--- config.mk ---
export PLATFORM = sky130hd
export DESIGN_NAME = cmm_best
export DESIGN_NICKNAME = d
export VERILOG_FILES = /design/src/hw/rtl/crystal_misorientation_min_top_assert.svh /design/src/hw/rtl/cmm_pkg.sv /design/src/hw/rtl/cmm_best.sv
export SDC_FILE = /design/constraint.sdc
export NUM_CORES = 1
export LEC_CHECK = 0
export ABC_AREA = 1
export BUFFER_PORTS_ARGS = -buffer_cell sky130_fd_sc_hd__buf_4
export CORE_ASPECT_RATIO = 1.4
export CORE_UTILIZATION = 47
export DETAILED_ROUTE_END_ITERATION = 8
export PLACE_DENSITY = 0.8
export SETUP_SLACK_MARGIN = 0.05
export SLEW_MARGIN = 10
export SYNTH_ARGS = -nofsm -noshare
export SYNTH_HDL_FRONTEND = slang
export SYNTH_SLANG_ARGS = --single-unit
--- constraint.sdc ---
create_clock -name clk -period 8.4 [get_ports clk]
set_input_delay 0 -clock clk [delete_from_list [all_inputs] [get_ports clk]]
set_output_delay 0 -clock clk [all_outputs]
set_load 0.1 [all_outputs]
--- src/hw/rtl/crystal_misorientation_min_top_assert.svh ---
// Assertion macros for the crystal misorientation search block
`ifndef CRYSTAL_MISORIENTATION_MIN_TOP_ASSERT_SVH
`define CRYSTAL_MISORIENTATION_MIN_TOP_ASSERT_SVH

// Condition implies consequence in the same cycle
`define CMM_IMPLIES(lbl, ante, cons, msg) \
    lbl: assert property (@(posedge clk) disable iff (!rst_n) (ante) |-> (cons)) else $error(msg);

// Condition implies consequence in the next cycle
`define CMM_NEXT(lbl, ante, cons, msg) \
    lbl: assert property (@(posedge clk) disable iff (!rst_n) (ante) |=> (cons)) else $error(msg);

`endif

--- src/hw/rtl/cmm_pkg.sv ---
// Types, constants and symmetry operator tables for the misorientation search
`default_nettype none
package cmm_pkg;

    localparam int FRAC_BITS = 14;
    localparam int IDX_W     = 10;
    localparam int CLASS_MAX = 10;

    typedef logic signed [15:0] comp_t;
    typedef comp_t [3:0] quat_t;          // [0]=w [1]=x [2]=y [3]=z
    typedef logic signed [16:0] compw_t;
    typedef compw_t [3:0] quatw_t;

    // Kind of work carried by a multiplier beat
    localparam logic [1:0] K_BUILD = 2'd0;
    localparam logic [1:0] K_DIFF  = 2'd1;
    localparam logic [1:0] K_TRIAL = 2'd2;

    typedef struct packed {
        logic             vld;
        logic [1:0]       kind;
        logic [IDX_W-1:0] idx;
        logic             last;
    } tag_t;

    localparam comp_t ONE_Q = comp_t'(1 << FRAC_BITS);
    localparam comp_t R2_Q  = 16'sd11585;
    localparam comp_t R3_Q  = 16'sd14189;
    localparam comp_t H_Q   = comp_t'(1 << (FRAC_BITS - 1));

    // Operator code to value: odd codes 1-7 positive, even codes 2-8 negative, others zero
    function automatic comp_t op_val(input logic [3:0] code);
        comp_t v;
        v = '0;
        case (code)
            4'd1: v = ONE_Q;
            4'd2: v = -ONE_Q;
            4'd3: v = R2_Q;
            4'd4: v = -R2_Q;
            4'd5: v = R3_Q;
            4'd6: v = -R3_Q;
            4'd7: v = H_Q;
            4'd8: v = -H_Q;
            default: v = '0;
        endcase
        return v;
    endfunction

    // Base rotation operators, one hex nibble per component w x y z
    function automatic logic [15:0] base_code(input logic [5:0] sel);
        logic [15:0] c;
        c = 16'h1000;
        case (sel)
            6'd0:  c = 16'h1000; 6'd1:  c = 16'h0010; 6'd2:  c = 16'h0100;
            6'd3:  c = 16'h0001; 6'd4:  c = 16'h3004; 6'd5:  c = 16'h3003;
            6'd6:  c = 16'h0330; 6'd7:  c = 16'h0430;
            6'd8:  c = 16'h1000; 6'd9:  c = 16'h8005; 6'd10: c = 16'h7005;
            6'd11: c = 16'h5008; 6'd12: c = 16'h0001; 6'd13: c = 16'h5007;
            6'd14: c = 16'h0850; 6'd15: c = 16'h0100; 6'd16: c = 16'h0750;
            6'd17: c = 16'h0570; 6'd18: c = 16'h0010; 6'd19: c = 16'h0580;
            6'd20: c = 16'h1000; 6'd21: c = 16'h7777; 6'd22: c = 16'h8777;
            6'd23: c = 16'h7877; 6'd24: c = 16'h7787; 6'd25: c = 16'h8887;
            6'd26: c = 16'h7887; 6'd27: c = 16'h8877; 6'd28: c = 16'h8787;
            6'd29: c = 16'h0010; 6'd30: c = 16'h0001; 6'd31: c = 16'h0100;
            6'd32: c = 16'h0807; 6'd33: c = 16'h0707; 6'd34: c = 16'h7070;
            6'd35: c = 16'h7080; 6'd36: c = 16'h0087; 6'd37: c = 16'h7700;
            6'd38: c = 16'h7800; 6'd39: c = 16'h0077; 6'd40: c = 16'h0870;
            6'd41: c = 16'h7008; 6'd42: c = 16'h0770; 6'd43: c = 16'h7007;
            default: c = 16'h1000;
        endcase
        return c;
    endfunction

    // Number of operators in each point group
    function automatic logic [4:0] class_len(input logic [3:0] cls);
        logic [4:0] n;
        n = 5'd1;
        case (cls)
            4'd0:  n = 5'd24;
            4'd1:  n = 5'd12;
            4'd2:  n = 5'd12;
            4'd3:  n = 5'd6;
            4'd4:  n = 5'd6;
            4'd5:  n = 5'd3;
            4'd6:  n = 5'd8;
            4'd7:  n = 5'd4;
            4'd8:  n = 5'd4;
            4'd9:  n = 5'd2;
            default: n = 5'd1;
        endcase
        return n;
    endfunction

    // Operator i of a point group as a quaternion
    function automatic quat_t op_quat(input logic [3:0] cls, input logic [4:0] i);
        logic [5:0]  sel;
        logic [15:0] c;
        quat_t       q;
        sel = {1'b0, i};
        case (cls)
            4'd0, 4'd1:       sel = 6'd20 + {1'b0, i};
            4'd2, 4'd4, 4'd5: sel = 6'd8 + {1'b0, i};
            4'd3:             sel = (i < 5'd3) ? 6'd8 + {1'b0, i} : 6'd14 + {1'b0, i};
            4'd7:             sel = (i == 5'd0) ? 6'd0 : 6'd2 + {1'b0, i};
            default:          sel = {1'b0, i};
        endcase
        c = base_code(sel);
        q[0] = op_val(c[15:12]);
        q[1] = op_val(c[11:8]);
        q[2] = op_val(c[7:4]);
        q[3] = op_val(c[3:0]);
        return q;
    endfunction

endpackage
`default_nettype wire

--- src/hw/rtl/cmm_best.sv ---
// Running best trial: largest clamped scalar part, first one on ties
`default_nettype none
module cmm_best (
    input  wire logic           clk,
    input  wire cmm_pkg::tag_t  tag,
    input  wire cmm_pkg::quat_t r,
    output cmm_pkg::quat_t      best,
    output logic [cmm_pkg::IDX_W-1:0] best_idx
);
    import cmm_pkg::*;

    comp_t            w_clamp;
    comp_t            bestw_reg;
    quat_t            best_reg;
    logic [IDX_W-1:0] idx_reg;
    logic             take;

    always_comb
    begin
        if (r[0] > ONE_Q)
            w_clamp = ONE_Q;
        else if (r[0] < -ONE_Q)
            w_clamp = -ONE_Q;
        else
            w_clamp = r[0];
        take = tag.vld && (tag.kind == K_TRIAL)
            && ((tag.idx == '0) || (w_clamp > bestw_reg));
    end

    always_ff @(posedge clk)
    begin
        if (take)
        begin
            bestw_reg <= w_clamp;
            best_reg  <= r;
            idx_reg   <= tag.idx;
        end
    end

    assign best     = best_reg;
    assign best_idx = idx_reg;
endmodule
`default_nettype wire
# After elaboration in Yosys (flattened, before gate mapping)
# Index checks and enable logic that the tools add are counted.
[totals]
register_bits = 90
input_bits = 79
output_inout_bits = 74
elab_cells = 16
[op_classes]
order_cmp = 3
eq_ne = 1
muxes = 2
n_reduce_logical = 4
[ops]
columns = ["cell", "count"]
rows = [
  ["16-bit 2-to-1 mux", 2],
  ["16-bit greater-than comparator", 1],
  ["16-bit greater-than comparator (second input constant)", 1],
  ["16-bit by 15-bit < comparator with 1-bit output (second input constant)", 1],
  ["10-bit logical NOT", 1],
  ["2-bit == test (second input constant)", 1],
  ["1-bit logical AND", 2],
  ["1-bit logical OR", 1],
]

# Depth between registers and ports, before layout
[depth]
depth_word = 6
ltp_mapped = 17

# Least setup slack after synthesis
# Ideal clock, no wire load.
[synth_path]
kind = "input -> register"
start = "input r[10] in the netlist's numbering"
end = "register best_reg (netlist bit best[0]), enable pin"
setup_ps = 569
arrival_ps = 5906
path_slack_ps = 1925
cell_stages = 16
path_buffers = 1
path_cell_list = "nor4_1 -> nand4_1 -> nand3_2 -> buf_8 -> nand2_1 -> nor2_2 -> ha_1 -> nand2_1 -> inv_1 -> a21oi_1 -> nand3_1 -> nand2_1 -> nand2_1 -> nand2_1 -> nand3_1 -> a21oi_1"
[synth_via]
elab_chain_cells = 6
elab_cells_between_ends = 7
[synth_lines]
columns = ["element", "line", "text"]
rows = [
  ["from (decl)", "cmm_best.sv:6", "input wire cmm_pkg::quat_t r,"],
  ["16-bit by 15-bit < comparator with 1-bit output", "cmm_best.sv:22", "else if (r[0] < -ONE_Q)"],
  ["16-bit 2-to-1 mux", "cmm_best.sv:22", ""],
  ["16-bit 2-to-1 mux *", "cmm_best.sv:20", "if (r[0] > ONE_Q)"],
  ["named net w_clamp[7]", "cmm_best.sv:12", "comp_t w_clamp;"],
  ["16-bit greater-than comparator *", "cmm_best.sv:27", "&& ((tag.idx == '0) || (w_clamp > bestw_reg));"],
  ["1-bit logical OR *", "cmm_best.sv:27", ""],
  ["1-bit logical AND *", "cmm_best.sv:27", ""],
  ["named net take", "cmm_best.sv:16", "logic take;"],
  ["to (signal assigned)", "cmm_best.sv:35", "best_reg <= r;"],
  ["to (decl)", "cmm_best.sv:14", "quat_t best_reg;"],
]
# Mark *: on every way through the listed nets, which the timed path passes. The rest lies on a longest branch.
# A chain may end at the register's enable or synchronous reset.

# Worst setup path in the final report
[layout_path]
start = "input r[10] in the netlist's numbering"
end = "register best_reg (netlist bit best[12]), enable pin"
# Same word-level chain as after synthesis.

==> flow_metrics.env <==
export IMPL_netlist_instances=215
export IMPL_place_area_um2=4660
export IMPL_hold_violations=0
export IMPL_clock_latency_ns=0.36
export IMPL_first_iter_violations=79
export IMPL_holdPathStages=3
export IMPL_synthToLayoutAreaGrowth_pct=63.6
export IMPL_hold_path_startpoint="tag[11]"
export IMPL_die_height_um=103
export IMPL_maxCapViolCount=0
export IMPL_path_buf_inv=4
export IMPL_remaining_drc_errors=0
export IMPL_final_cell_mix="153 x buf_4, 90 x edfxtp_1, 74 x dlygate4sd3_1"
export IMPL_grt_overflow=0
export IMPL_post_route_period_util=0.507
export IMPL_r2r_cells=12
export IMPL_antenna_found_initial=0
export IMPL_htree_levels=3
export IMPL_die_area_um2=7600
export IMPL_vdd_ir_drop_worst_mv=0.118
export IMPL_clockBufferDepth=2
export IMPL_power_density_nw_per_um2=168
export IMPL_syn_avg_cell_area_um2=15.8
export IMPL_cts_tree="done"
export IMPL_dp_hpwl_um=5080
export IMPL_slew_headroom=0.415
export IMPL_hp_class="in2reg"
export IMPL_io_pins=153
export IMPL_n_antenna_cell=0
export IMPL_worstPathRequired_ns=8.38
export IMPL_power_mw=0.938
export IMPL_synth_top_family_by_area="simple AND/OR/NAND/NOR gates"
export IMPL_final_area_um2=5570
export IMPL_final_nets=545
export IMPL_ant_nets=0
export IMPL_initial_utilization=0.488
export IMPL_rr_startpoint="bestw_reg[7]"
export IMPL_start_kind="primary input"
export IMPL_tns_ns=0
export IMPL_regToRegSetupSlack_ns=5.26
export IMPL_cts_buffers=9
export IMPL_synth_mux_area_fraction=0
export IMPL_synth_warnings=0
export IMPL_grt_max_degree=73
export IMPL_fmax_mhz=235
export IMPL_dr_pass1_iters=4
export IMPL_p_leak_nw=2.38
export IMPL_crit_family="simple AND/OR/NAND/NOR gates"
export IMPL_synth_edf_count=90
export IMPL_crit_chain="dlygate4sd3_1, buf_4, nor4_1, nand4_1, nand3_2, nand2_1, nor2_2, ha_1, nand2_1, inv_1, a21oi_1, nand3_1, nand2_1, nand2_1, nand2_1, nand3_1, a21oi_4, buf_4"
export IMPL_hold_path_end="best_idx[5]"
export IMPL_path_common_cell="nand2_1"
export IMPL_die_x_um=74.0
export IMPL_first_global_vias=2683
export IMPL_cts_root_buffer="clkbuf_8"
export IMPL_vias=2549
export IMPL_fp_coreArea_um2=6980
export IMPL_grt_pass1_wl_um=12400
export IMPL_ys_ff_latch=90
export IMPL_post_drt_wl_per_cell_um=15.5
export IMPL_rsz0062_at_grt="no"
export IMPL_synth_fa_ha_area_frac=0.0588
export IMPL_clkSinkCount=90
export IMPL_rows=36
export IMPL_status="completed"
export IMPL_ys_flop_type="edfxtp_1"
export IMPL_p_seq_frac=0.545
export IMPL_cp_data_arrival_time_ns=4.24
export IMPL_worstPathMaxFanout=72
export IMPL_largest_reg_flops=64
export IMPL_drv_slew=0
export IMPL_drive_gt1_frac=0.402
export IMPL_worst_pin_slew_ns=0.878
export IMPL_io_buffers=151
export IMPL_cpPeakStageDelay_ns=0.79
export IMPL_finalCriticalPeriod_ns=4.26
export IMPL_synth_distinct_cells=18
export IMPL_p_int_mw=0.679
export IMPL_p_switching_mw=0.258
export IMPL_setup_viol=0
export IMPL_crit_path_end_kind="flop"
export IMPL_crit_slowest_cell="buf_4"
export IMPL_critPathKind="in2reg"
export IMPL_synthSimpleGateAreaFrac=0.0984
export IMPL_pwr_share_comb=0.180
export IMPL_fin_skew_ns=0.00905
export IMPL_timing_rr_end="best[12]"
export IMPL_synth_xor_area_frac=0
export IMPL_async_flop_share=0
export IMPL_final_core_util=0.798
export IMPL_clockPowerShare=0.275
export IMPL_drt_vias_per_instance=4.63
export IMPL_synth_compound_area_frac=0.0118
export IMPL_netlist_area_um2=3410
export IMPL_clk_pin_slew_ns=0.09
export IMPL_gp_congestion=0.748
export IMPL_n_fill_cell=407
export IMPL_swShare=0.276
export IMPL_yosysSeqAreaShare=0.793
export IMPL_routed_wl_um=8520
export IMPL_grt_usage=0.233
export IMPL_final_common_cell="buf_4"
export IMPL_synth_nets=310
[layer usage]
metal | up-vias | GRT usage | share of wire
met2 | 101 | 0.445 | 0.58
met3 | 23 | 0.0450 | 0.055
met1 | 1193 | 0.221 | 0.33
met4 | 0 | 0.145 | 0.036
met5 | - | 0 | 0
li1 | 1232 | - | -
[synthesized netlist by cell type (2+ instances only)]
cell type | count | area [um2]
ha_1 | 16 | 200
nor2_2 | 11 | 68.8
nand2_1 | 33 | 124
inv_1 | 28 | 105
a21oi_1 | 6 | 30.0
nor2_1 | 8 | 30.0
nor3_1 | 3 | 15.0
nand3_1 | 6 | 30.0
edfxtp_1 | 90 | 2700
nand4_1 | 3 | 18.8
nor4_1 | 3 | 18.8
o21ai_1 | 2 | 10.0
[cell type report]
type	count	area, um2	area share
Clock buffer	9	124	0.0222
Multi-Input combinational cell	94	587	0.105
Inverter	28	105	0.0189
Clock inverter	7	46.3	0.00831
Tap cell	95	119	0.0213
Sequential cell	90	2700	0.485
Timing Repair Buffer	227	1890	0.339
[through the flow]
stage	cells	setup slack (ns)	hold slack, ns
2_1_floorplan	215	1.93	0.0989
3_3_place_gp	460	4.43	0.178
3_5_place_dp	460	4.32	0.179
4_1_cts	550	4.14	0.161
5_1_grt	550	3.85	0.180
6_report	550	4.14	0.166
[worst register-to-register path, cell delays in order (launching register included)]
cell and delay [ns]:
edfxtp_1 0.38, inv_1 0.07, ha_1 0.23, nand2_1 0.13, inv_1 0.05, a21oi_1 0.14, nand3_1 0.08, nand2_1 0.08
nand2_1 0.05, nand2_1 0.05, nand3_1 0.13, a21oi_4 0.54, buf_4 0.79
[logic make-up after synthesis]
group           after synthesis
simple gates                 70
buf+inv                      31
compound gates                8
flops                        90
fa+ha+maj                    16
[what timing repair did]
action | 4_1_cts | 5_1_grt
hold endpoints to repair | 77 | 0
buffers inserted | 0 | 0
gates resized for setup | 0 | 0
hold buffers | 74 | 0
[power by group through the flow]
stage / combinational (mW) / clock (mW) / sequential (mW)
floorplan: 0.0267 / 0 / 0.584
global placement: 0.136 / 0 / 0.520
detailed placement: 0.139 / 0 / 0.521
CTS: 0.168 / 0.260 / 0.510
global route: 0.179 / 0.281 / 0.512
finish: 0.169 / 0.258 / 0.511
[worst max-delay path by stage]
stage	start	endpoint	slack (ns)	depth (start not counted)
3_3_place_gp	r[10]	best[41]	4.43	17
3_5_place_dp	r[10]	best[33]	4.32	17
2_1_floorplan	r[10]	best[0]	1.93	16
4_1_cts	r[10]	best[33]	4.14	18
6_report	r[10]	best[12]	4.14	18
5_1_grt	r[10]	best[22]	3.85	18
(Power assumes the default switching activity.)
